[src/sv/srr_pkg.sv]
// ----------------------------------------------------------------------------
// Selective-repeat receiver package
// Field widths, result codes, register indexes and the sequencer state type.
// ----------------------------------------------------------------------------
package srr_pkg;

    localparam int SEQ_NUM_W  = 16;
    localparam int PAYLOAD_W  = 32;
    localparam int WIN_W      = 6;
    localparam int APB_ADDR_W = 3;
    localparam int APB_DATA_W = 32;

    localparam logic [WIN_W-1:0] WIN_RESET = 6'd4;

    // Register index taken from the word address bit of paddr.
    localparam logic CFG_IDX_WINDOW = 1'b0;

    // Result kinds.
    localparam logic RES_DELIVER = 1'b0;
    localparam logic RES_ACK     = 1'b1;

    typedef enum logic [2:0] {
        ST_IDLE,
        ST_OFFSET,
        ST_CLASS,
        ST_DRAIN_RD,
        ST_DELIVER,
        ST_ACK
    } srr_state_t;

endpackage

[src/sv/srr_in_if.sv]
// ----------------------------------------------------------------------------
// Selective-repeat receiver input channel
// Valid/ready channel carrying one arriving packet per item.
// ----------------------------------------------------------------------------
interface srr_in_if;
    import srr_pkg::*;

    logic                 valid;
    logic                 ready;
    logic [SEQ_NUM_W-1:0] seq_num;
    logic [PAYLOAD_W-1:0] payload_ref;

    modport source (output valid, output seq_num, output payload_ref, input ready);
    modport sink   (input valid, input seq_num, input payload_ref, output ready);
endinterface

[src/sv/srr_out_if.sv]
// ----------------------------------------------------------------------------
// Selective-repeat receiver output channel
// Valid/ready channel carrying one delivery or one ACK per item.
// ----------------------------------------------------------------------------
interface srr_out_if;
    import srr_pkg::*;

    logic                 valid;
    logic                 ready;
    logic                 res_kind;
    logic [SEQ_NUM_W-1:0] out_seq;
    logic [PAYLOAD_W-1:0] out_payload;
    logic                 dup_flag;
    logic                 last_flag;

    modport source (output valid, output res_kind, output out_seq, output out_payload,
                    output dup_flag, output last_flag, input ready);
    modport sink   (input valid, input res_kind, input out_seq, input out_payload,
                    input dup_flag, input last_flag, output ready);
endinterface

[src/sv/selective_repeat_receiver.sv]
// ----------------------------------------------------------------------------
// Selective-repeat ARQ receiver
// Buffers packets inside the receive window, delivers them upward in order
// and acknowledges every packet that falls inside or just behind the window.
// ----------------------------------------------------------------------------
//
//  Channel   Role    Handshake            Contents
//  in_ch     sink    valid/ready          seq_num, payload_ref
//  out_ch    source  valid/ready          res_kind, out_seq, out_payload,
//                                         dup_flag, last_flag
//  APB       slave   psel/penable/pready  receive window at byte address 0
//
// A packet is taken in ST_IDLE, its offset from the receive base is formed
// in ST_OFFSET and classified in ST_CLASS, all through one shared subtractor.
// A packet outside the window then returns to ST_IDLE and an ACK-only packet
// goes to ST_ACK; for a packet at the base, each delivery reads the payload
// buffer in ST_DRAIN_RD (registered read port) and presents the item in
// ST_DELIVER, before the ACK. Stalls on out_ch simply hold the current item;
// in_ch is not ready until the last result of a packet has gone.
// rst_n clears the base, the ring head and the valid marks and returns the
// window register to four; the payload buffer has no reset and is read only
// where valid.
//
module selective_repeat_receiver #(
    parameter int BUF_DEPTH = 32,
    parameter int SEQ_BITS  = 16
) (
    input  logic                        clk,
    input  logic                        rst_n,
    srr_in_if.sink                      in_ch,
    srr_out_if.source                   out_ch,
    input  logic                        psel,
    input  logic                        penable,
    input  logic                        pwrite,
    input  logic [srr_pkg::APB_ADDR_W-1:0] paddr,
    input  logic [srr_pkg::APB_DATA_W-1:0] pwdata,
    output logic [srr_pkg::APB_DATA_W-1:0] prdata,
    output logic                        pready
);
    import srr_pkg::*;

    localparam int HEAD_W = $clog2(BUF_DEPTH);
    localparam int CNT_W  = $clog2(BUF_DEPTH + 1);
    // Half the sequence space, saturated at a value above any window setting.
    localparam int HALF   = (SEQ_BITS - 1 > WIN_W) ? (1 << WIN_W) : (1 << (SEQ_BITS - 1));
    localparam int WMAX   = (BUF_DEPTH < HALF) ? BUF_DEPTH : HALF;

    // Control state.
    srr_state_t             state_reg, state_next;
    logic [WIN_W-1:0]       rx_window_reg;
    logic [SEQ_BITS-1:0]    base_reg, base_next;
    logic [HEAD_W-1:0]      head_reg, head_next;
    logic [CNT_W-1:0]       count_reg, count_next;
    logic [BUF_DEPTH-1:0]   slot_valid_reg, slot_valid_next;

    // Working registers for the packet in hand.
    logic [SEQ_BITS-1:0]    seq_reg, seq_next;
    logic [PAYLOAD_W-1:0]   pay_reg, pay_next;
    logic [SEQ_BITS-1:0]    off_reg, off_next;
    logic                   dup_reg, dup_next;
    logic [PAYLOAD_W-1:0]   rd_data_reg;

    // Payload ring buffer.
    logic [PAYLOAD_W-1:0]   slot_payload_mem [BUF_DEPTH];
    logic                   mem_we;
    logic                   mem_re;
    logic [HEAD_W-1:0]      mem_waddr;

    logic                   in_accept;
    logic                   cfg_write;
    logic [SEQ_BITS+SEQ_NUM_W-1:0] seq_wide;
    logic [SEQ_BITS-1:0]    seq_in;
    logic [SEQ_NUM_W+SEQ_BITS-1:0] base_wide;
    logic [SEQ_NUM_W+SEQ_BITS-1:0] ack_wide;
    logic [WIN_W-1:0]       win_eff;
    logic [SEQ_BITS-1:0]    sub_a, sub_b, sub_res;
    logic [HEAD_W:0]        slot_sum;
    logic [HEAD_W-1:0]      slot_idx;
    logic [HEAD_W-1:0]      head_inc;
    logic                   is_base, is_ahead, is_behind;
    logic                   drain_more;

    assign in_accept = in_ch.valid && in_ch.ready;
    assign cfg_write = psel && penable && pwrite && pready;

    // Only the low SEQ_BITS of the incoming number take part.
    assign seq_wide = {{SEQ_BITS{1'b0}}, in_ch.seq_num};
    assign seq_in   = seq_wide[SEQ_BITS-1:0];
    assign base_wide = {{SEQ_NUM_W{1'b0}}, base_reg};
    assign ack_wide  = {{SEQ_NUM_W{1'b0}}, seq_reg};

    // Window clamped to at least one and to the buffer and half-space limits.
    always_comb
    begin
        win_eff = rx_window_reg;
        if (rx_window_reg == '0)
        begin
            win_eff = WIN_W'(1);
        end
        else if (rx_window_reg > WIN_W'(WMAX))
        begin
            win_eff = WIN_W'(WMAX);
        end
    end

    // The shared subtractor: offset from the base first, then its negation
    // for the test against the stretch behind the base.
    always_comb
    begin
        case (state_reg)
            ST_OFFSET:
            begin
                sub_a = seq_reg;
                sub_b = base_reg;
            end
            default:
            begin
                sub_a = '0;
                sub_b = off_reg;
            end
        endcase
    end
    assign sub_res = sub_a - sub_b;

    assign is_base   = (off_reg == '0);
    assign is_ahead  = !is_base && (off_reg < SEQ_BITS'(win_eff));
    assign is_behind = !is_base && (sub_res <= SEQ_BITS'(win_eff));

    // Ring slot for an offset inside the window; the sum stays below twice
    // the depth, so one conditional subtract wraps it.
    assign slot_sum = {1'b0, head_reg} + (HEAD_W + 1)'(off_reg);
    assign slot_idx = (slot_sum >= (HEAD_W + 1)'(BUF_DEPTH))
                      ? HEAD_W'(slot_sum - (HEAD_W + 1)'(BUF_DEPTH))
                      : HEAD_W'(slot_sum);
    assign head_inc = (head_reg == HEAD_W'(BUF_DEPTH - 1)) ? '0 : head_reg + 1'b1;

    assign drain_more = (count_reg < CNT_W'(BUF_DEPTH)) && slot_valid_reg[head_reg];

    // Next state.
    always_comb
    begin
        state_next = state_reg;
        case (state_reg)
            ST_IDLE:
            begin
                if (in_accept)
                begin
                    state_next = ST_OFFSET;
                end
            end
            ST_OFFSET:
            begin
                state_next = ST_CLASS;
            end
            ST_CLASS:
            begin
                if (is_base)
                begin
                    state_next = ST_DRAIN_RD;
                end
                else if (is_ahead || is_behind)
                begin
                    state_next = ST_ACK;
                end
                else
                begin
                    state_next = ST_IDLE;
                end
            end
            ST_DRAIN_RD:
            begin
                state_next = drain_more ? ST_DELIVER : ST_ACK;
            end
            ST_DELIVER:
            begin
                if (out_ch.ready)
                begin
                    state_next = ST_DRAIN_RD;
                end
            end
            ST_ACK:
            begin
                if (out_ch.ready)
                begin
                    state_next = ST_IDLE;
                end
            end
            default:
            begin
                state_next = ST_IDLE;
            end
        endcase
    end

    // Datapath updates and buffer control.
    always_comb
    begin
        base_next       = base_reg;
        head_next       = head_reg;
        count_next      = count_reg;
        slot_valid_next = slot_valid_reg;
        seq_next        = seq_reg;
        pay_next        = pay_reg;
        off_next        = off_reg;
        dup_next        = dup_reg;
        mem_we          = 1'b0;
        mem_re          = 1'b0;
        mem_waddr       = head_reg;
        case (state_reg)
            ST_IDLE:
            begin
                if (in_accept)
                begin
                    seq_next = seq_in;
                    pay_next = in_ch.payload_ref;
                end
            end
            ST_OFFSET:
            begin
                off_next = sub_res;
            end
            ST_CLASS:
            begin
                if (is_base)
                begin
                    mem_we                    = 1'b1;
                    slot_valid_next[head_reg] = 1'b1;
                    dup_next                  = 1'b0;
                    count_next                = '0;
                end
                else if (is_ahead)
                begin
                    mem_we                    = 1'b1;
                    mem_waddr                 = slot_idx;
                    slot_valid_next[slot_idx] = 1'b1;
                    dup_next                  = slot_valid_reg[slot_idx];
                end
                else
                begin
                    dup_next = 1'b1;
                end
            end
            ST_DRAIN_RD:
            begin
                mem_re = 1'b1;
            end
            ST_DELIVER:
            begin
                if (out_ch.ready)
                begin
                    slot_valid_next[head_reg] = 1'b0;
                    base_next                 = base_reg + 1'b1;
                    head_next                 = head_inc;
                    count_next                = count_reg + 1'b1;
                end
            end
            default:
            begin
            end
        endcase
    end

    // Channel outputs.
    always_comb
    begin
        in_ch.ready        = 1'b0;
        out_ch.valid       = 1'b0;
        out_ch.res_kind    = RES_ACK;
        out_ch.out_seq     = ack_wide[SEQ_NUM_W-1:0];
        out_ch.out_payload = '0;
        out_ch.dup_flag    = 1'b0;
        out_ch.last_flag   = 1'b0;
        case (state_reg)
            ST_IDLE:
            begin
                in_ch.ready = 1'b1;
            end
            ST_DELIVER:
            begin
                out_ch.valid       = 1'b1;
                out_ch.res_kind    = RES_DELIVER;
                out_ch.out_seq     = base_wide[SEQ_NUM_W-1:0];
                out_ch.out_payload = rd_data_reg;
            end
            ST_ACK:
            begin
                out_ch.valid     = 1'b1;
                out_ch.dup_flag  = dup_reg;
                out_ch.last_flag = 1'b1;
            end
            default:
            begin
            end
        endcase
    end

    // Configuration port: always ready, reads return the window register or zero.
    assign pready = 1'b1;
    assign prdata = (paddr[2] == CFG_IDX_WINDOW)
                    ? {{(APB_DATA_W - WIN_W){1'b0}}, rx_window_reg} : '0;

    always_ff @(posedge clk or negedge rst_n)
    begin
        if (!rst_n)
        begin
            state_reg       <= ST_IDLE;
            rx_window_reg   <= WIN_RESET;
            base_reg        <= '0;
            head_reg        <= '0;
            count_reg       <= '0;
            slot_valid_reg  <= '0;
            dup_reg         <= 1'b0;
        end
        else
        begin
            state_reg      <= state_next;
            base_reg       <= base_next;
            head_reg       <= head_next;
            count_reg      <= count_next;
            slot_valid_reg <= slot_valid_next;
            dup_reg        <= dup_next;
            if (cfg_write && (paddr[2] == CFG_IDX_WINDOW))
            begin
                rx_window_reg <= pwdata[WIN_W-1:0];
            end
        end
    end

    always_ff @(posedge clk)
    begin
        seq_reg <= seq_next;
        pay_reg <= pay_next;
        off_reg <= off_next;
    end

    // Payload buffer with one write port and one registered read port.
    always_ff @(posedge clk)
    begin
        if (mem_we)
        begin
            slot_payload_mem[mem_waddr] <= pay_reg;
        end
        if (mem_re)
        begin
            rd_data_reg <= slot_payload_mem[head_reg];
        end
    end

endmodule

[src/flat_wrapper.sv]
// flat-port wrapper written by rule: the top's interface ports become plain ports
module selective_repeat_receiver_flat import srr_pkg::*;
#(
    parameter int BUF_DEPTH = 32,
    parameter int SEQ_BITS  = 16
)
  (clk, rst_n, psel, penable, pwrite, paddr, pwdata, prdata, pready, in_ch_valid, in_ch_seq_num, in_ch_payload_ref, in_ch_ready, out_ch_valid, out_ch_res_kind, out_ch_out_seq, out_ch_out_payload, out_ch_dup_flag, out_ch_last_flag, out_ch_ready);
  srr_in_if in_ch_i ();
  srr_out_if out_ch_i ();
  input  logic clk;
  input  logic rst_n;
  input  logic psel;
  input  logic penable;
  input  logic pwrite;
  input  logic [srr_pkg::APB_ADDR_W-1:0] paddr;
  input  logic [srr_pkg::APB_DATA_W-1:0] pwdata;
  output logic [srr_pkg::APB_DATA_W-1:0] prdata;
  output logic pready;
  input wire logic [$bits(in_ch_i.valid)-1:0] in_ch_valid;
  input wire logic [$bits(in_ch_i.seq_num)-1:0] in_ch_seq_num;
  input wire logic [$bits(in_ch_i.payload_ref)-1:0] in_ch_payload_ref;
  output wire logic [$bits(in_ch_i.ready)-1:0] in_ch_ready;
  output wire logic [$bits(out_ch_i.valid)-1:0] out_ch_valid;
  output wire logic [$bits(out_ch_i.res_kind)-1:0] out_ch_res_kind;
  output wire logic [$bits(out_ch_i.out_seq)-1:0] out_ch_out_seq;
  output wire logic [$bits(out_ch_i.out_payload)-1:0] out_ch_out_payload;
  output wire logic [$bits(out_ch_i.dup_flag)-1:0] out_ch_dup_flag;
  output wire logic [$bits(out_ch_i.last_flag)-1:0] out_ch_last_flag;
  input wire logic [$bits(out_ch_i.ready)-1:0] out_ch_ready;
  assign in_ch_i.valid = in_ch_valid;
  assign in_ch_i.seq_num = in_ch_seq_num;
  assign in_ch_i.payload_ref = in_ch_payload_ref;
  assign in_ch_ready = in_ch_i.ready;
  assign out_ch_valid = out_ch_i.valid;
  assign out_ch_res_kind = out_ch_i.res_kind;
  assign out_ch_out_seq = out_ch_i.out_seq;
  assign out_ch_out_payload = out_ch_i.out_payload;
  assign out_ch_dup_flag = out_ch_i.dup_flag;
  assign out_ch_last_flag = out_ch_i.last_flag;
  assign out_ch_i.ready = out_ch_ready;
  selective_repeat_receiver #(.BUF_DEPTH(BUF_DEPTH), .SEQ_BITS(SEQ_BITS)) u_core (.clk(clk), .rst_n(rst_n), .in_ch(in_ch_i), .out_ch(out_ch_i), .psel(psel), .penable(penable), .pwrite(pwrite), .paddr(paddr), .pwdata(pwdata), .prdata(prdata), .pready(pready));
endmodule
[config.mk]
export PLATFORM = sky130hd
export DESIGN_NAME = selective_repeat_receiver_flat
export DESIGN_NICKNAME = d
export VERILOG_FILES = /design/src/sv/srr_pkg.sv /design/src/sv/srr_in_if.sv /design/src/sv/srr_out_if.sv /design/src/sv/selective_repeat_receiver.sv /design/src/flat_wrapper.sv
export SDC_FILE = /design/constraint.sdc
export NUM_CORES = 1
export LEC_CHECK = 0
export BUFFER_PORTS_ARGS = -buffer_cell sky130_fd_sc_hd__buf_2
export CORE_UTILIZATION = 54
export DETAILED_ROUTE_END_ITERATION = 12
export GPL_TIMING_DRIVEN = 0
export PLACE_DENSITY_LB_ADDON = 0.1
export SYNTH_ARGS = -nofsm -noshare
export SYNTH_HDL_FRONTEND = slang
export SYNTH_SLANG_ARGS = --single-unit
[constraint.sdc]
create_clock -name clk -period 10.25 [get_ports clk]
set_input_delay 2.05 -clock clk [delete_from_list [all_inputs] [get_ports clk]]
set_output_delay 2.05 -clock clk [all_outputs]
set_load 0.02 [all_outputs]
==> flow_metrics.env, run 1 <==
export IMPL_postSynthAreaPerCell_um2=19.8
export IMPL_die_x_um=300
export IMPL_worst_slack_ns=4.09
export IMPL_drive_above_1_share_pct=27.7
export IMPL_cts_buffers_inserted=119
export IMPL_core_rowCount=109
export IMPL_grt_pass1_vias=26423
export IMPL_cts_tree="built"
export IMPL_num_nets_final=2884
export IMPL_cts_buffer_depth=3
export IMPL_core_um2=88200
export IMPL_place_congestion=0.878
export IMPL_synth_yosys_warnings=0
export IMPL_initial_core_util_pct=54.5
export IMPL_worstSetupPathType="flop to output port"
export IMPL_rsz0062_at_grt="no"
export IMPL_clkSinkCount=1189
export IMPL_p_leak_nw=18.3
export IMPL_syn_area_um2=48100
export IMPL_cap_violations=0
export IMPL_path_delay_family="buffers and inverters"
export IMPL_antenna_found_initial=3
export IMPL_clock_root_buffer="clkbuf_16"
export IMPL_largest_reg_flops=1024
export IMPL_busiest_layer="met2"
export IMPL_die_h_um=300
export IMPL_yosysUniqueCellTypes=67
export IMPL_grtUsageTotal_pct=30.0
export IMPL_grt_overflow=0
export IMPL_routed_wirelength_um=133000
export IMPL_critical_path_cell_chain="clkbuf_2, nand2b_1, nor2_1, buf_1, clkbuf_1, and2_1, buf_2"
export IMPL_synth_ff_type="edfxtp_1"
export IMPL_critPathMaxFanout=10
export IMPL_critPathCaptureType="output port"
export IMPL_gr_usage_met1_pct=42.7
export IMPL_preCtsSetupSlack_ns=4.40
export IMPL_h_tree_depth=3
export IMPL_portBuffers=120
export IMPL_max_freq_mhz=162
export IMPL_period_minus_slack_ns=6.16
export IMPL_setup_viol=0
export IMPL_grt_first_pass_wirelength_um=189000
export IMPL_max_slew_margin_pct=8.74
export IMPL_cts_hold_buf=0
export IMPL_drt_iter0_drc=3169
export IMPL_use_met3_pct=4.91
export IMPL_tightest_slew_ns=1.37
export IMPL_grt_start_max_net_pins=70
export IMPL_groute_layer_met2_usage_pct=47.5
export IMPL_required_ns=8.20
export IMPL_synth_edf_count=1120
export IMPL_finalHoldViolCount=0
export IMPL_io_pins=176
export IMPL_n_fill_cell=6001
export IMPL_finClkSkew_ns=0.0222
export IMPL_hold_class="flop to flop"
export IMPL_top_register="u_core.slot_payload_mem"
export IMPL_clkTransAtPathRegs_ns=0.06
export IMPL_dp_hpwl_um=87500
export IMPL_clkLatencyLatePin_ns=0.70
export IMPL_layout_common_cells="edfxtp_1 (1120), mux4_2 (272), buf_2 (149)"
export IMPL_fp_dieArea_um2=90200
export IMPL_post_route_drc_count=0
export IMPL_cpPeakStageDelay_ns=1.03
export IMPL_layout_commonest_cell="edfxtp_1"
export IMPL_period_share_pct=60.1
export IMPL_status="complete, no violations"
export IMPL_areaGrowthSynthToFinish_pct=16.8
export IMPL_avgViaCountPerCell=6.52
export IMPL_vdd_drop_max_mv=0.168
export IMPL_drtAntennaViolNets=0
export IMPL_final_max_slew_viol_count=0
export IMPL_cts_resized=0
export IMPL_dr_pass1_iters=5
export IMPL_cp_start_kind="flop"
export IMPL_slowest_stage="clkbuf_1"
export IMPL_power_density_nw_per_um2=272
export IMPL_finalSetupTns_ns=0
export IMPL_wl_per_cell_um=33.0
export IMPL_synthCells=2423
export IMPL_async_reset_ff_share_pct=5.80
export IMPL_vias=26216
export IMPL_critPathBufInv=4
export IMPL_ys_ff_latch=1189
export IMPL_arrival_ns=4.11
export IMPL_synth_seq_area_share_pct=73.5
export IMPL_cts_setup_buffers=0
cell families (layout without fill, tap and decap cells):
group	after synthesis	in the layout	share of synthesized area, %
compound gates	290	290	4.01
mux	409	409	15.7
flops	1189	1189	73.5
simple gates	291	291	3.37
xor+xnor	35	35	0.638
fa+ha+maj	39	39	1.05
buf+inv	168	573	1.71
other cells	2	32	0.0156
synthesized netlist by cell type, types with 5 or more instances:
| library cell | n | share of area, % |
|---|---|---|
| a21o_1 | 9 | 0.14 |
| a21oi_1 | 21 | 0.22 |
| a221oi_1 | 11 | 0.20 |
| a22o_1 | 11 | 0.20 |
| a22oi_1 | 22 | 0.34 |
| a32oi_1 | 28 | 0.51 |
| and2_1 | 54 | 0.70 |
| and3_1 | 13 | 0.17 |
| buf_1 | 15 | 0.12 |
| buf_2 | 30 | 0.31 |
| buf_4 | 35 | 0.55 |
| clkbuf_1 | 66 | 0.52 |
| dfrtp_1 | 68 | 3.5 |
| edfxtp_1 | 1120 | 70 |
| ha_1 | 37 | 0.96 |
| inv_1 | 18 | 0.14 |
| mux2_2 | 25 | 0.59 |
| mux2i_1 | 112 | 2.3 |
| mux4_2 | 272 | 13 |
| nand2_1 | 74 | 0.58 |
| nand2b_1 | 10 | 0.13 |
| nand3_1 | 19 | 0.20 |
| nand4_1 | 11 | 0.14 |
| nor2_1 | 43 | 0.34 |
| nor2b_1 | 10 | 0.13 |
| nor3_1 | 6 | 0.062 |
| o21a_1 | 5 | 0.078 |
| o21ai_0 | 83 | 0.86 |
| o221ai_1 | 12 | 0.22 |
| o22ai_1 | 71 | 0.92 |
| or2_2 | 20 | 0.26 |
| xnor2_1 | 26 | 0.47 |
| xor2_1 | 9 | 0.16 |
worst paths after layout:
check | cells after the start | slack, ns | from | to
max in group asynchronous | 1 | 8.17 | rst_n | u_core.head_reg[1]$_DFFE_PN0P_
max reg2reg | 17 | 4.45 | u_core.state_reg[0]$_DFFE_PN0P_ | u_core.state_reg[0]$_DFFE_PN0P_
max | 7 | 4.09 | u_core.state_reg[2]$_DFFE_PN0P_ | out_ch_out_payload[8]
min | 1 | 0.50 | u_core.count_reg[5]$_DFFE_PN0P_ | u_core.count_reg[5]$_DFFE_PN0P_
min in group asynchronous | 1 | 1.49 | rst_n | u_core.base_reg[0]$_DFFE_PN0P_
min reg2reg | 1 | 0.50 | u_core.count_reg[5]$_DFFE_PN0P_ | u_core.count_reg[5]$_DFFE_PN0P_
area by class of cell:
cell class                      instances  area (um2)  area share, %
Multi-Input combinational cell       1091       12400           22.2
Clock inverter                         69         721           1.28
Clock buffer                          150        3140           5.58
Buffer                                150         756           1.35
Antenna cell                            5        12.5         0.0223
Inverter                               18        67.6          0.120
Tap cell                             1165        1460           2.59
Sequential cell                      1189       35400           62.9
Timing Repair Buffer                  186        2220           3.95
power by group:
part	internal [mW]	total [mW]	switching (mW)
registers	5.78	6.12	0.338
clock network	2.51	4.32	1.81
logic	1.91	4.82	2.90
per-stage QoR:
step | utilization, % | hold slack, ns | cell area [um2] | total power, mW | cells
2_1_floorplan | - | 0.448 | 48200 | 9.24 | 2448
3_3_place_gp | 56.9 | 0.470 | 50200 | 10.8 | 3733
3_5_place_dp | 59.3 | 0.481 | 52300 | 11.0 | 3799
4_1_cts | 63.6 | 0.491 | 56200 | 15.3 | 4018
5_1_grt | 63.7 | 0.516 | 56200 | 15.8 | 4019
6_report | 63.7 | 0.497 | 56200 | 15.3 | 4023
metal layers:
layer	share of wire [%]	wire length, um
met3	8.7	11500
met1	40	52900
met4	3.5	4630
met2	48	63700
met5	0	0
No activity file was read; power rests on OpenSTA's default activity.
==> run 2: changes to the inputs <==
clock period = 5.4 ns   (was 10.25 ns; I/O delays follow)
==> flow_metrics.env, run 2 (same netlist as run 1, synthesis figures left out) <==
export IMPL_status="complete, no violations"
export IMPL_areaGrowthSynthToFinish_pct=16.9
export IMPL_p_leak_nw=18.3
export IMPL_pwr_share_clk_pct=28.3
export IMPL_portBuffers=120
export IMPL_seq_area_um2=35400
export IMPL_period_minus_slack_ns=5.10
export IMPL_final_cells=4024
export IMPL_cp_start_kind="flop"
export IMPL_vias=26178
export IMPL_seqPwrFrac_pct=40.1
export IMPL_min_from="u_core.count_reg[5]$_DFFE_PN0P_"
export IMPL_core_um2=88200
export IMPL_layout_common_cells="edfxtp_1 (1120), mux4_2 (272), buf_2 (149)"
export IMPL_routed_wirelength_um=133000
export IMPL_clkTransAtPathRegs_ns=0.06
export IMPL_swShare_pct=33.1
export IMPL_grt_pass1_vias=26422
export IMPL_drtAntennaViolNets=0
export IMPL_grtUsageTotal_pct=30.0
export IMPL_slowest_stage="clkbuf_1"
export IMPL_p_total_mw=28.9
export IMPL_antenna_found_initial=3
export IMPL_arrival_ns=4.02
export IMPL_place_congestion=0.878
export IMPL_grt_first_pass_wirelength_um=189000
export IMPL_dp_hpwl_um=87500
export IMPL_h_tree_depth=3
export IMPL_finalSetupTns_ns=0
export IMPL_tightest_slew_ns=1.39
export IMPL_grt_overflow=0
export IMPL_core_rowCount=109
export IMPL_reg2reg_from="u_core.state_reg[0]$_DFFE_PN0P_"
export IMPL_cpPeakStageDelay_ns=0.98
export IMPL_setup_viol=0
export IMPL_p_comb_share_pct=31.6
export IMPL_vdd_drop_max_mv=0.319
export IMPL_post_route_drc_count=0
export IMPL_avgViaCountPerCell=6.51
export IMPL_num_nets_final=2884
export IMPL_fp_dieArea_um2=90200
export IMPL_crit_start="u_core.state_reg[2]$_DFFE_PN0P_"
export IMPL_max_freq_mhz=196
export IMPL_critical_path_cell_chain="clkbuf_2, nand2b_1, nor2_1, buf_1, clkbuf_1, and2_1, buf_2"
export IMPL_p_sw_mw=9.59
export IMPL_largest_reg_flops=1024
export IMPL_die_x_um=300
export IMPL_cts_buffers_inserted=119
export IMPL_io_pins=176
export IMPL_critPathMaxFanout=10
export IMPL_dr_pass1_iters=5
export IMPL_max_slew_margin_pct=7.63
export IMPL_worstSetupPathType="flop to output port"
export IMPL_n_fill_cell=6000
export IMPL_finClkSkew_ns=0.0254
export IMPL_cts_buffer_depth=3
export IMPL_cap_violations=0
export IMPL_required_ns=4.32
export IMPL_cts_setup_buffers=0
export IMPL_layout_commonest_cell="edfxtp_1"
export IMPL_power_density_nw_per_um2=515
export IMPL_hold_class="flop to flop"
export IMPL_p_int_mw=19.4
export IMPL_cts_tree="built"
export IMPL_final_max_slew_viol_count=0
export IMPL_initial_core_util_pct=54.5
export IMPL_grt_start_max_net_pins=70
export IMPL_multi_input_area_um2=12500
export IMPL_die_h_um=300
export IMPL_drive_above_1_share_pct=27.8
export IMPL_clock_root_buffer="clkbuf_16"
export IMPL_rsz0062_at_grt="no"
export IMPL_wl_per_cell_um=32.9
export IMPL_drt_iter0_drc=3259
export IMPL_clkLatencyLatePin_ns=0.71
export IMPL_place_inst=3799
export IMPL_clkSinkCount=1189
export IMPL_period_share_pct=94.4
export IMPL_critPathCaptureType="output port"
export IMPL_finalHoldViolCount=0
export IMPL_top_register="u_core.slot_payload_mem"
[run 2: layer usage]
| layer | share of wire [%] | wire length [um] | global-route usage [%] | vias up |
|---|---|---|---|---|
| met5 | 0 | 0 | 0 | - |
| met4 | 3.5 | 4600 | 10.4 | 0 |
| met3 | 8.5 | 11200 | 4.90 | 256 |
| met2 | 48 | 63700 | 47.5 | 1369 |
| met1 | 40 | 53000 | 42.7 | 13887 |
| li1 | - | - | - | 10666 |
[run 2: area by class of cell]
cell class,instances,share of cell area [%]
flip-flops and latches,1189,62.9
diodes,6,0.0267
repair buffers,186,3.95
inverters,18,0.120
well taps,1165,2.59
clock buffers,150,5.58
multi-input cells,1091,22.2
clock inverters,69,1.28
plain buffers,150,1.35
[run 2: worst paths after layout]
kind,end,slack (ns),depth (start not counted)
min,u_core.count_reg[5]$_DFFE_PN0P_,0.50,1
max,out_ch_out_payload[8],0.30,7
max reg2reg,u_core.state_reg[0]$_DFFE_PN0P_,0.43,17
min reg2reg,u_core.count_reg[5]$_DFFE_PN0P_,0.50,1
min in group asynchronous,u_core.base_reg[0]$_DFFE_PN0P_,0.52,1
max in group asynchronous,u_core.head_reg[1]$_DFFE_PN0P_,4.29,1
[run 2: repair_timing]
| item | in CTS | in global routing |
|---|---|---|
| hold buffers | 0 | 0 |
| endpoints found under the hold margin | 0 | 0 |
| endpoints found under the setup margin | 2 | 0 |
| resized for setup | 2 | 0 |
[run 2: power groups by stage]
stage	Combinational (mW)	Sequential (mW)	Clock, mW
6_report	9.13	11.6	8.20
5_1_grt	9.70	11.7	8.62
4_1_cts	9.13	11.6	8.29
3_5_place_dp	9.09	11.8	0
3_3_place_gp	8.68	11.7	0
2_1_floorplan	6.05	11.5	0
[run 2: critical path, delay by kind of cell, from the launching register on]
kind,cells,cell delay (ns)
buffers and inverters,4,2.18
and+or+nand+nor,3,0.82
DFF,1,0.32
[run 2: per-stage QoR]
step / area (um2) / hold slack, ns / utilization [%] / setup WS [ns]
finish: 56200 / 0.498 / 63.7 / 0.301
global route: 56200 / 0.516 / 63.7 / 0.0932
CTS: 56200 / 0.491 / 63.6 / 0.260
detailed placement: 52300 / 0.481 / 59.3 / -0.454
global placement: 50200 / 0.470 / 56.9 / -2.36
floorplan: 48200 / 0.448 / - / 1.13
